File: config.mk
export PLATFORM = sky130hd
export DESIGN_NAME = eight_bit_cpu_alu_with_flags_top
export DESIGN_NICKNAME = d
export VERILOG_FILES = /design/src/ebalu_pkg.sv /design/src/ebalu_req_stage.sv /design/src/ebalu_core.sv /design/src/ebalu_rsp_stage.sv /design/src/eight_bit_cpu_alu_with_flags_top.sv
export SDC_FILE = /design/constraint.sdc
export NUM_CORES = 1
export LEC_CHECK = 0
export CORE_UTILIZATION = 46
export CTS_BUF_LIST = sky130_fd_sc_hd__clkbuf_4 sky130_fd_sc_hd__clkbuf_8
export DETAILED_ROUTE_END_ITERATION = 10
export DONT_BUFFER_PORTS = 1
export GPL_ROUTABILITY_DRIVEN = 0
export MAX_ROUTING_LAYER = met4
export SYNTH_ARGS = -nofsm -noshare
export SYNTH_HDL_FRONTEND = slang
export SYNTH_HIERARCHICAL = 1
export SYNTH_SLANG_ARGS = --single-unit
export TNS_END_PERCENT = 10
File: constraint.sdc
create_clock -name clock -period 3.7 [get_ports clock]
set_input_delay 0.925 -clock clock [delete_from_list [all_inputs] [get_ports clock]]
set_output_delay 0.925 -clock clock [all_outputs]
set_load 0.03 [all_outputs]
File: src/ebalu_pkg.sv
// ----------------------------------------------------------------------------
// ALU package
// Operation codes, shift codes, flag positions and the item structs.
// ----------------------------------------------------------------------------
package ebalu_pkg;

   // Operation codes.
   typedef enum logic [4:0] {
      OP_ADD    = 5'd0,
      OP_ADC    = 5'd1,
      OP_SUB    = 5'd2,
      OP_SBC    = 5'd3,
      OP_AND    = 5'd4,
      OP_XOR    = 5'd5,
      OP_OR     = 5'd6,
      OP_CP     = 5'd7,
      OP_INC    = 5'd8,
      OP_DEC    = 5'd9,
      OP_DAA    = 5'd10,
      OP_CPL    = 5'd11,
      OP_SCF    = 5'd12,
      OP_CCF    = 5'd13,
      OP_RLC    = 5'd14,
      OP_RRC    = 5'd15,
      OP_RL     = 5'd16,
      OP_RR     = 5'd17,
      OP_SLA    = 5'd18,
      OP_SRA    = 5'd19,
      OP_SWAP   = 5'd20,
      OP_SRL    = 5'd21,
      OP_RLCA   = 5'd22,
      OP_RRCA   = 5'd23,
      OP_RLA    = 5'd24,
      OP_RRA    = 5'd25,
      OP_BIT    = 5'd26,
      OP_RES    = 5'd27,
      OP_SET    = 5'd28,
      OP_ADD16  = 5'd29,
      OP_ADD_SP = 5'd30
   } op_type;

   // Shift and rotate kinds, in the order of the CB group.
   typedef enum logic [2:0] {
      SH_RLC  = 3'd0,
      SH_RRC  = 3'd1,
      SH_RL   = 3'd2,
      SH_RR   = 3'd3,
      SH_SLA  = 3'd4,
      SH_SRA  = 3'd5,
      SH_SWAP = 3'd6,
      SH_SRL  = 3'd7
   } shift_type;

   // Flag bit positions.
   localparam int FLAG_Z = 3;
   localparam int FLAG_N = 2;
   localparam int FLAG_H = 1;
   localparam int FLAG_C = 0;

   // DAA constants.
   localparam logic [7:0] DAA_LOW_ADJ  = 8'h06;
   localparam logic [7:0] DAA_HIGH_ADJ = 8'h60;
   localparam logic [7:0] DAA_LIMIT    = 8'h99;
   localparam logic [3:0] DIGIT_MAX    = 4'd9;

   // One request item.
   typedef struct packed {
      logic [4:0]  operation;
      logic [15:0] operand_a;
      logic [15:0] operand_b;
      logic [2:0]  bit_index;
      logic [3:0]  flags_in;
   } req_type;

   // One result item.
   typedef struct packed {
      logic [15:0] result;
      logic [3:0]  flags_out;
      logic        write_result;
   } rsp_type;

endpackage

File: src/ebalu_req_stage.sv
// ----------------------------------------------------------------------------
// ALU request stage
// Input register holding one request item between transfers.
// ----------------------------------------------------------------------------
module ebalu_req_stage (
   input  logic              clock,
   input  logic              reset,
   input  logic              in_valid,
   output logic              in_ready,
   input  ebalu_pkg::req_type in_data,
   output logic              out_valid,
   input  logic              out_ready,
   output ebalu_pkg::req_type out_data
);
   import ebalu_pkg::*;

   logic    valid_ff;
   logic    valid_in;
   req_type data_ff;

   // The stage takes a new item when empty or when its item moves on.
   assign in_ready = !valid_ff || out_ready;
   assign valid_in = in_ready ? in_valid : valid_ff;

   always_ff @(posedge clock) begin
      if (reset) begin
         valid_ff <= 1'b0;
      end else begin
         valid_ff <= valid_in;
      end
   end

   // Payload is captured on each transfer into the stage.
   always_ff @(posedge clock) begin
      if (in_valid && in_ready) begin
         data_ff <= in_data;
      end
   end

   assign out_valid = valid_ff;
   assign out_data  = data_ff;

endmodule

File: src/ebalu_core.sv
// ----------------------------------------------------------------------------
// ALU core
// Combinational datapath computing result, flags and write enable.
// ----------------------------------------------------------------------------
module ebalu_core (
   input  ebalu_pkg::req_type req,
   output ebalu_pkg::rsp_type rsp
);
   import ebalu_pkg::*;

   // Shift and rotate unit: returns carry out above the 8-bit result.
   function automatic logic [8:0] shift_op(input shift_type sel, input logic [7:0] v,
                                           input logic cin);
      logic [8:0] r;
      case (sel)
         SH_RLC:  r = {v[7], v[6:0], v[7]};
         SH_RRC:  r = {v[0], v[0], v[7:1]};
         SH_RL:   r = {v[7], v[6:0], cin};
         SH_RR:   r = {v[0], cin, v[7:1]};
         SH_SLA:  r = {v[7], v[6:0], 1'b0};
         SH_SRA:  r = {v[0], v[7], v[7:1]};
         SH_SWAP: r = {1'b0, v[3:0], v[7:4]};
         default: r = {v[0], 1'b0, v[7:1]};
      endcase
      return r;
   endfunction

   op_type      op;
   logic [7:0]  a;
   logic [7:0]  b;
   logic        zf;
   logic        nf;
   logic        hf;
   logic        cf;
   logic [15:0] res;
   logic        wr;
   logic [8:0]  t9;
   logic [7:0]  r8;
   logic [7:0]  adj;
   logic [7:0]  mask;
   logic [8:0]  sh;
   logic [4:0]  sh_off;
   logic [16:0] s17;
   logic [12:0] s13;
   logic [8:0]  s9;
   logic [4:0]  s5;

   always_comb begin
      op     = op_type'(req.operation);
      a      = req.operand_a[7:0];
      b      = req.operand_b[7:0];
      zf     = req.flags_in[FLAG_Z];
      nf     = req.flags_in[FLAG_N];
      hf     = req.flags_in[FLAG_H];
      cf     = req.flags_in[FLAG_C];
      res    = req.operand_a;
      wr     = 1'b1;
      t9     = 9'd0;
      r8     = 8'd0;
      adj    = 8'd0;
      mask   = 8'd1 << req.bit_index;
      // Both shift groups index the same unit: op - RLC, low three bits.
      sh_off = req.operation - OP_RLC;
      sh     = shift_op(shift_type'(sh_off[2:0]), a, cf);
      s17    = {1'b0, req.operand_a} + {1'b0, req.operand_b};
      s13    = {1'b0, req.operand_a[11:0]} + {1'b0, req.operand_b[11:0]};
      s9     = {1'b0, req.operand_a[7:0]} + {1'b0, b};
      s5     = {1'b0, req.operand_a[3:0]} + {1'b0, b[3:0]};

      unique case (op) inside
         // Eight accumulator operations with a 9-bit carry or borrow.
         OP_ADD, OP_ADC, OP_SUB, OP_SBC, OP_AND, OP_XOR, OP_OR, OP_CP: begin
            case (op) inside
               OP_ADD, OP_ADC: begin
                  t9 = {1'b0, a} + {1'b0, b} + {8'd0, (op == OP_ADC) & cf};
                  nf = 1'b0;
                  hf = t9[4] ^ a[4] ^ b[4];
               end
               OP_SUB, OP_SBC, OP_CP: begin
                  t9 = {1'b0, a} - {1'b0, b} - {8'd0, (op == OP_SBC) & cf};
                  nf = 1'b1;
                  hf = t9[4] ^ a[4] ^ b[4];
               end
               OP_AND: begin
                  t9 = {1'b0, a & b};
                  nf = 1'b0;
                  hf = 1'b1;
               end
               OP_XOR: begin
                  t9 = {1'b0, a ^ b};
                  nf = 1'b0;
                  hf = 1'b0;
               end
               default: begin
                  t9 = {1'b0, a | b};
                  nf = 1'b0;
                  hf = 1'b0;
               end
            endcase
            res = {8'h00, t9[7:0]};
            cf  = t9[8];
            zf  = (t9[7:0] == 8'h00);
            wr  = (op != OP_CP);
         end
         // Increment and decrement leave carry alone.
         OP_INC, OP_DEC: begin
            r8  = (op == OP_INC) ? a + 8'd1 : a - 8'd1;
            res = {8'h00, r8};
            hf  = r8[4] ^ a[4];
            nf  = (op == OP_DEC);
            zf  = (r8 == 8'h00);
         end
         // Decimal adjust after add or subtract.
         OP_DAA: begin
            if (hf || (!nf && (a[3:0] > DIGIT_MAX))) begin
               adj = adj | DAA_LOW_ADJ;
            end
            if (cf || (!nf && (a > DAA_LIMIT))) begin
               adj = adj | DAA_HIGH_ADJ;
               cf  = 1'b1;
            end
            r8  = nf ? a - adj : a + adj;
            res = {8'h00, r8};
            zf  = (r8 == 8'h00);
            hf  = 1'b0;
         end
         OP_CPL: begin
            res = {8'h00, ~a};
            nf  = 1'b1;
            hf  = 1'b1;
         end
         OP_SCF, OP_CCF: begin
            res = {8'h00, a};
            cf  = (op == OP_SCF) ? 1'b1 : !cf;
            nf  = 1'b0;
            hf  = 1'b0;
         end
         // CB shifts set Z from the result; accumulator rotates clear it.
         OP_RLC, OP_RRC, OP_RL, OP_RR, OP_SLA, OP_SRA, OP_SWAP, OP_SRL,
         OP_RLCA, OP_RRCA, OP_RLA, OP_RRA: begin
            res = {8'h00, sh[7:0]};
            cf  = sh[8];
            zf  = (op <= OP_SRL) ? (sh[7:0] == 8'h00) : 1'b0;
            nf  = 1'b0;
            hf  = 1'b0;
         end
         OP_BIT: begin
            res = {8'h00, a};
            zf  = ((a & mask) == 8'h00);
            nf  = 1'b0;
            hf  = 1'b1;
            wr  = 1'b0;
         end
         OP_RES: begin
            res = {8'h00, a & ~mask};
         end
         OP_SET: begin
            res = {8'h00, a | mask};
         end
         // HL plus a 16-bit register; Z passes through.
         OP_ADD16: begin
            res = s17[15:0];
            hf  = s13[12];
            cf  = s17[16];
            nf  = 1'b0;
         end
         // SP plus a signed byte; flags from the low-byte carries.
         OP_ADD_SP: begin
            res = req.operand_a + {{8{b[7]}}, b};
            hf  = s5[4];
            cf  = s9[8];
            zf  = 1'b0;
            nf  = 1'b0;
         end
         // Unused code: operand passes through, nothing written.
         default: begin
            res = req.operand_a;
            wr  = 1'b0;
         end
      endcase

      rsp.result       = res;
      rsp.flags_out    = {zf, nf, hf, cf};
      rsp.write_result = wr;
   end

endmodule

File: src/ebalu_rsp_stage.sv
// ----------------------------------------------------------------------------
// ALU result stage
// Output register holding one result item until its transfer.
// ----------------------------------------------------------------------------
module ebalu_rsp_stage (
   input  logic              clock,
   input  logic              reset,
   input  logic              in_valid,
   output logic              in_ready,
   input  ebalu_pkg::rsp_type in_data,
   output logic              out_valid,
   input  logic              out_ready,
   output ebalu_pkg::rsp_type out_data
);
   import ebalu_pkg::*;

   logic    valid_ff;
   logic    valid_in;
   rsp_type data_ff;

   // A waiting result is replaced only when it is taken in the same cycle.
   assign in_ready = !valid_ff || out_ready;
   assign valid_in = in_ready ? in_valid : valid_ff;

   always_ff @(posedge clock) begin
      if (reset) begin
         valid_ff <= 1'b0;
      end else begin
         valid_ff <= valid_in;
      end
   end

   always_ff @(posedge clock) begin
      if (in_valid && in_ready) begin
         data_ff <= in_data;
      end
   end

   assign out_valid = valid_ff;
   assign out_data  = data_ff;

endmodule

File: src/eight_bit_cpu_alu_with_flags_top.sv
// Path: a transferred request is held in the request register, then its result
// in the result register; both wait while the result register is still held.
// Throughput: one item per cycle unless rsp_ready stalls the result; the
// single pass through the ALU core between the two registers sets that figure.
// Reset clears both valid bits; payload registers are not reset.
// ----------------------------------------------------------------------------
// 8-bit CPU ALU with flags
// Request register, combinational ALU core and result register.
// ----------------------------------------------------------------------------
module eight_bit_cpu_alu_with_flags_top (
   input  logic        clock,
   input  logic        reset,
   input  logic        req_valid,
   output logic        req_ready,
   input  logic [4:0]  req_operation,
   input  logic [15:0] req_operand_a,
   input  logic [15:0] req_operand_b,
   input  logic [2:0]  req_bit_index,
   input  logic [3:0]  req_flags_in,
   output logic        rsp_valid,
   input  logic        rsp_ready,
   output logic [15:0] rsp_result,
   output logic [3:0]  rsp_flags_out,
   output logic        rsp_write_result
);
   import ebalu_pkg::*;

   req_type req_data;
   req_type stage_req;
   rsp_type core_rsp;
   rsp_type out_rsp;
   logic    stage_valid;
   logic    stage_ready;

   // Gather the request fields into one item.
   assign req_data.operation = req_operation;
   assign req_data.operand_a = req_operand_a;
   assign req_data.operand_b = req_operand_b;
   assign req_data.bit_index = req_bit_index;
   assign req_data.flags_in  = req_flags_in;

   ebalu_req_stage u_req_stage (
      .clock     (clock),
      .reset     (reset),
      .in_valid  (req_valid),
      .in_ready  (req_ready),
      .in_data   (req_data),
      .out_valid (stage_valid),
      .out_ready (stage_ready),
      .out_data  (stage_req)
   );

   ebalu_core u_core (
      .req (stage_req),
      .rsp (core_rsp)
   );

   ebalu_rsp_stage u_rsp_stage (
      .clock     (clock),
      .reset     (reset),
      .in_valid  (stage_valid),
      .in_ready  (stage_ready),
      .in_data   (core_rsp),
      .out_valid (rsp_valid),
      .out_ready (rsp_ready),
      .out_data  (out_rsp)
   );

   assign rsp_result       = out_rsp.result;
   assign rsp_flags_out    = out_rsp.flags_out;
   assign rsp_write_result = out_rsp.write_result;

endmodule

## Word-level counts from Yosys, hierarchy flattened

Index checks and enable logic that the tools add are counted.

- Register bits after elaboration: 67
- Word-level logic and storage cells: 134

- Add/subtract/negate cells: 13
- $lt $le $gt $ge: 3
- Equality and inequality tests: 37
- Shift operators: 1
- Multiplexer cells: 25
- Bitwise operators: 15
- Reduce and logical (&&, ||, !) cells: 30

Operator list:

| cell | count |
|---|---|
| one-hot mux 16 bit (10 select lines) | 1 |
| equality test 5 bit, second input constant | 15 |
| one-hot mux 9 bit (7 select lines) | 1 |
| equality test 5 x 4 -> 1 bit, second input constant | 8 |
| zero test 8 bit | 5 |
| 2-to-1 mux 9 bit | 4 |
| 2-to-1 mux 8 bit | 4 |
| bitwise AND 8 bit | 3 |
| OR reduction 22 bit | 1 |
| equality test 5 x 3 -> 1 bit, second input constant | 4 |
| one-hot mux 1 bit (6 select lines) | 3 |
| adder 16 x 16 -> 17 bit | 1 |
| OR reduction 17 bit | 1 |
| adder 16 bit | 1 |
| NOT 8 bit | 2 |
| OR 8 bit | 2 |
| OR reduction 15 bit | 1 |
| adder 12 x 12 -> 13 bit | 1 |
| OR reduction 12 bit | 1 |
| equality test 5 x 2 -> 1 bit, second input constant | 2 |
| adder 8 x 8 -> 9 bit | 1 |
| adder 9 x 1 -> 9 bit | 1 |
| equality test 3 bit, second input constant | 3 |
| subtractor 8 x 8 -> 9 bit | 1 |
| other kinds (31) | 57 |

## Logic depth before layout (Yosys ltp)

- Word-level depth: 10
- Depth in mapped cells: 17

## Modules after synthesis

Netlist, hierarchy kept.

By module, submodules not included:

| module | times used | cells an instance | area an instance (µm²) |
|---|---|---|---|
| ebalu_core | 1 | 702 | 4694.5 |
| ebalu_req_stage | 1 | 49 | 1376.3 |
| ebalu_rsp_stage | 1 | 26 | 685.7 |

## Worst setup path after synthesis

OpenSTA, ideal clock, no wires.

- Kind: register to register
- Start point: register u_req_stage.data_ff (netlist bit u_req_stage/out_data[42])
- End point: register u_rsp_stage.data_ff (netlist bit u_rsp_stage/out_data[4]), data pin
- Setup time: 251 ps
- Arrival time: 3672 ps
- Data required time: 3449 ps
- Setup slack: -224 ps
- Stages on the path, launching flop included: 17
- Period minus slack after synthesis: 3924 ps
- Cell sequence: edfxtp_1 -> buf_2 -> nor2_1 -> nand3_1 -> fa_1 -> inv_1 -> ha_1 -> or2_2 -> fa_1 -> o21ai_0 -> a211oi_1 -> xnor2_1 -> a221o_1 -> nand2_1 -> o21ai_0 -> a32o_1 -> buf_4

- Longest elaborated chain between the ends: 8
- Elaborated cells on any way between the ends: 45
- Those cells by class: add/sub (2); order compare (1); eq/ne (24); mux (8); bitwise (2); reduce/logical (8)

Ends and longest elaborated chain:

| what | RTL line | RTL |
|---|---|---|
| start, declared | ebalu_req_stage.sv:19 | `req_type data_ff;` |
| start signal, assigned | ebalu_req_stage.sv:36 | `data_ff <= in_data;` |
| equality test 5 x 2 -> 1 bit or equality test 5 x 3 -> 1 bit (tied branches) | -- |  |
| bitwise AND 1 bit or 2-to-1 mux 8 bit (tied branches) | ebalu_core.sv:80, ebalu_core.sv:73 |  |
| subtractor 9 x 1 -> 9 bit or 2-to-1 mux 9 bit (tied branches) | ebalu_core.sv:80, ebalu_core.sv:73 |  |
| 2-to-1 mux 9 bit (2 in series) | ebalu_core.sv:73 | `case (op) inside` |
| 2-to-1 mux 9 bit | ebalu_core.sv:70 | `unique case (op) inside` |
| zero test 8 bit | ebalu_core.sv:102 | `zf = (t9[7:0] == 8'h00);` |
| one-hot mux 1 bit (6 select lines) * | ebalu_core.sv:70 |  |
| named net u_core.zf | ebalu_core.sv:31 | `logic zf;` |
| end signal, assigned | ebalu_rsp_stage.sv:35 | `data_ff <= in_data;` |
| end, declared | ebalu_rsp_stage.sv:19 | `rsp_type data_ff;` |

The timed path passes the listed nets; every way through them passes the cells marked *. The select of a mux whose other input is x is not followed.
A chain may end at the register's enable or synchronous reset.

==> flow_summary.json <==
{
  "status": "finished clean",
  "hold_ws_ps": 509,
  "synthCells": 777,
  "finalCritPeriodShare_pct": 96.3,
  "ys_dominant_reg_cell": "edfxtp_1",
  "drv_cap": 0,
  "clock_skew_ps": 19.1,
  "totalPowerFinal_mw": 2.55,
  "die_x_um": 123,
  "totalWireLength_um": 22000,
  "worst_pin_slew_ps": 632,
  "netlist_area_sq_um": 6760,
  "drt_drc_violations_left": 0,
  "r2r_cells": 12,
  "busiest_layer": "met2",
  "relSlewSlack_pct": 57.6,
  "detail-route-antenna-nets": 0,
  "crit_path_end_kind": "flop",
  "use_met2_pct": 42.7,
  "layout-drive-gt1-share_pct": 12.7,
  "htreeDepth": 3,
  "antenna_found_initial": 0,
  "core_sq_um": 14100,
  "io_pins": 71,
  "p_leak_nw": 2.86,
  "globalRouteMet3Util_pct": 8.58,
  "worstPathMaxFanout": 23,
  "chipHeight_um": 123,
  "avgSynthCellArea_sq_um": 8.70,
  "worst_hold_startpoint": "u_req_stage/out_valid",
  "drtIter0Drc": 728,
  "critPathKind": "reg2reg",
  "p_per_area_nw_per_um2": 343,
  "setup_viol": 0,
  "worstReg2RegStart": "u_req_stage/out_data[43]",
  "yosys_register_bits": 67,
  "grt_pass1_wl_um": 33000,
  "peakVddDrop_mv": 0.238,
  "area_growth_pct": 10.1,
  "crit_buf_inv": 2,
  "clk-insertion-delay-late_ps": 390,
  "synth-edff-count": 65,
  "synthArstFlopShare_pct": 0,
  "start_util_pct": 47.9,
  "start_kind": "flop",
  "rows": 43,
  "worst_ep_arrival_time_ps": 3700,
  "max_freq_mhz": 281,
  "ys_seq_area_share_pct": 29.5,
  "grt_max_degree": 45,
  "slowest_stage": "or4b_4",
  "fin_nets": 907,
  "r2r_slack_ps": 140,
  "drtPass1Iterations": 7,
  "vias": 6457,
  "clock_path_buffers": 2,
  "hp-class": "reg2reg",
  "post-route-min-period_ps": 3560,
  "clkSinkCount": 67,
  "grt_pass1_vias": 6063,
  "path_cells": "buf_6 > or4b_4 > nor2_4 > inv_2 > ha_1 > nor2b_1 > o21ai_0 > or3b_1 > and2_1 > a221o_1 > o21ai_0 > a31oi_1",
  "worst_ep_required_time_ps": 3830,
  "dp_hpwl_um": 16500,
  "synth_cell_type_count": 79,
  "hold_end": "u_rsp_stage/out_valid",
  "slowest_delay_ps": 560,
  "wl_per_cell_um": 22.5,
  "hold_viol": 0,
  "r2r_end": "u_rsp_stage/out_data[2]",
  "yosysWarnings": 6,
  "dp_worst_setup_slack_ps": -14.0,
  "grt.overflow.total": 0,
  "path_delay_family": "simple AND/OR/NAND/NOR gates",
  "worst_slack_ps": 135,
  "hold_buffers": 0,
  "root_buffer": "clkbuf_8",
  "drv_slew": 0,
  "synth_nets": 894,
  "use_met1_pct": 39.1,
  "placement.io_buffers": 0,
  "hold_depth": 2,
  "clk_pin_slew_ps": 80,
  "cts_tree": "yes",
  "cp_common_cell": "o21ai_0",
  "die_area_sq_um": 15200,
  "grtUsageTotal_pct": 30.0,
  "diodes": 0,
  "cts_made_buffers": 9,
  "via_per_inst": 6.62
}
sequential cells by signal, indices dropped and copies added (netlist names):
signal	count
u_req_stage/out_data	44
u_rsp_stage/out_data	21
u_rsp_stage/out_valid	1
u_req_stage/out_valid	1
synthesized netlist by cell type, types with 13 or more instances:
| library cell | instances | area [sq um] |
|---|---|---|
| edfxtp_1 | 65 | 1950 |
| ha_1 | 65 | 813 |
| o21ai_0 | 54 | 270 |
| nand2_1 | 53 | 199 |
| nor2_1 | 52 | 195 |
| a21oi_1 | 48 | 240 |
| inv_1 | 39 | 146 |
| nor3_1 | 30 | 150 |
| clkbuf_1 | 26 | 97.6 |
| xnor2_1 | 24 | 210 |
| nand3_1 | 19 | 95.1 |
| a211oi_1 | 16 | 120 |
| a31oi_1 | 14 | 87.6 |
| o21a_1 | 14 | 105 |
| a21o_1 | 13 | 97.6 |
| o211ai_1 | 13 | 97.6 |
| xor2_1 | 13 | 114 |
final cells by class:
class | instances | area, sq um
inverter | 40 | 150
clock inverter | 7 | 92.6
fill | 1321 | 6660
clock buffer | 9 | 124
tap | 180 | 225
multi-input combinational | 627 | 4510
sequential | 67 | 1990
timing repair buffer | 45 | 345
worst max path at each step:
| stage | startpoint | endpoint | cells past startpoint |
|---|---|---|---|
| after floorplan | u_req_stage/out_data[41] | u_rsp_stage/out_data[4] | 17 |
| after global placement | u_req_stage/out_data[41] | u_rsp_stage/out_data[1] | 14 |
| after detailed placement | u_req_stage/out_data[41] | u_rsp_stage/out_data[1] | 14 |
| after CTS | u_req_stage/out_data[41] | u_rsp_stage/out_data[1] | 14 |
| after global routing | u_req_stage/out_data[43] | u_rsp_stage/out_data[4] | 12 |
| final | u_req_stage/out_data[43] | u_rsp_stage/out_data[2] | 12 |
cell usage in the layout, fill, tap and decap left out, drive strengths merged, types with 4 or more instances in the layout:
cell and n:
a21oi 51, nor4 5, xor2 13, o21ai 60
nor3 32, clkbuf 9, nor2 53, o31a 4
a31oi 14, a2111oi 13, nand2b 14, and3 9
a22oi 6, o21a 14, nand3 19, nand2 53
mux2i 8, ha 65, a211o 6, o31ai 6
inv 40, edfxtp 65, o22ai 10, nor2b 11
buf 45, and2 8, o21bai 4, a32oi 4
nor3b 6, o221ai 5, a211oi 16, o211ai 13
xnor2 24, fa 4, o2111ai 6, a221oi 5
or3 7, a21o 13, or2 8
where the power goes:
group          internal (mW)  total, mW  switching, mW
combinational          0.351      0.881          0.530
clock                  0.377      0.714          0.337
sequential             0.891      0.959         0.0681
total                   1.62       2.55          0.936
logic make-up after synthesis:
group | count (synthesis) | share of synthesized area, %
adder cells (fa/ha/maj) | 69 | 13.2
XOR/XNOR | 37 | 4.80
flip-flops | 67 | 29.5
multiplexers | 9 | 1.35
AND/OR/NAND/NOR | 238 | 18.3
AO/OA/AOI/OAI | 274 | 27.8
buffers and inverters | 83 | 5.11
routing by layer:
metal | wire (um) | up-vias
met5 | 0 | -
met4 | 945 | 0
met3 | 2350 | 76
met2 | 9300 | 389
met1 | 9350 | 3005
li1 | - | 2987
per-stage QoR:
step,instance area (sq um),std cells,util (%),TNS [ps]
2_1_floorplan,6790,777,-,-3.57
3_3_place_gp,7140,958,50.7,0
3_5_place_dp,7140,958,50.7,-14.0
4_1_cts,7360,974,52.2,0
5_1_grt,7440,975,52.8,-43.9
6_report,7440,975,52.8,0
tightest hold or removal path, stage by stage (launching register included):
cell and delay (ps):
dfxtp_1 350, inv_1 80, a21oi_2 50
timing repair:
action                     in CTS  in global routing
setup endpoints to repair       1                  4
pin swaps                       0                  4
resized for setup               1                 15
setup buffers                   0                  1
No activity file was read; power rests on OpenSTA's default activity.
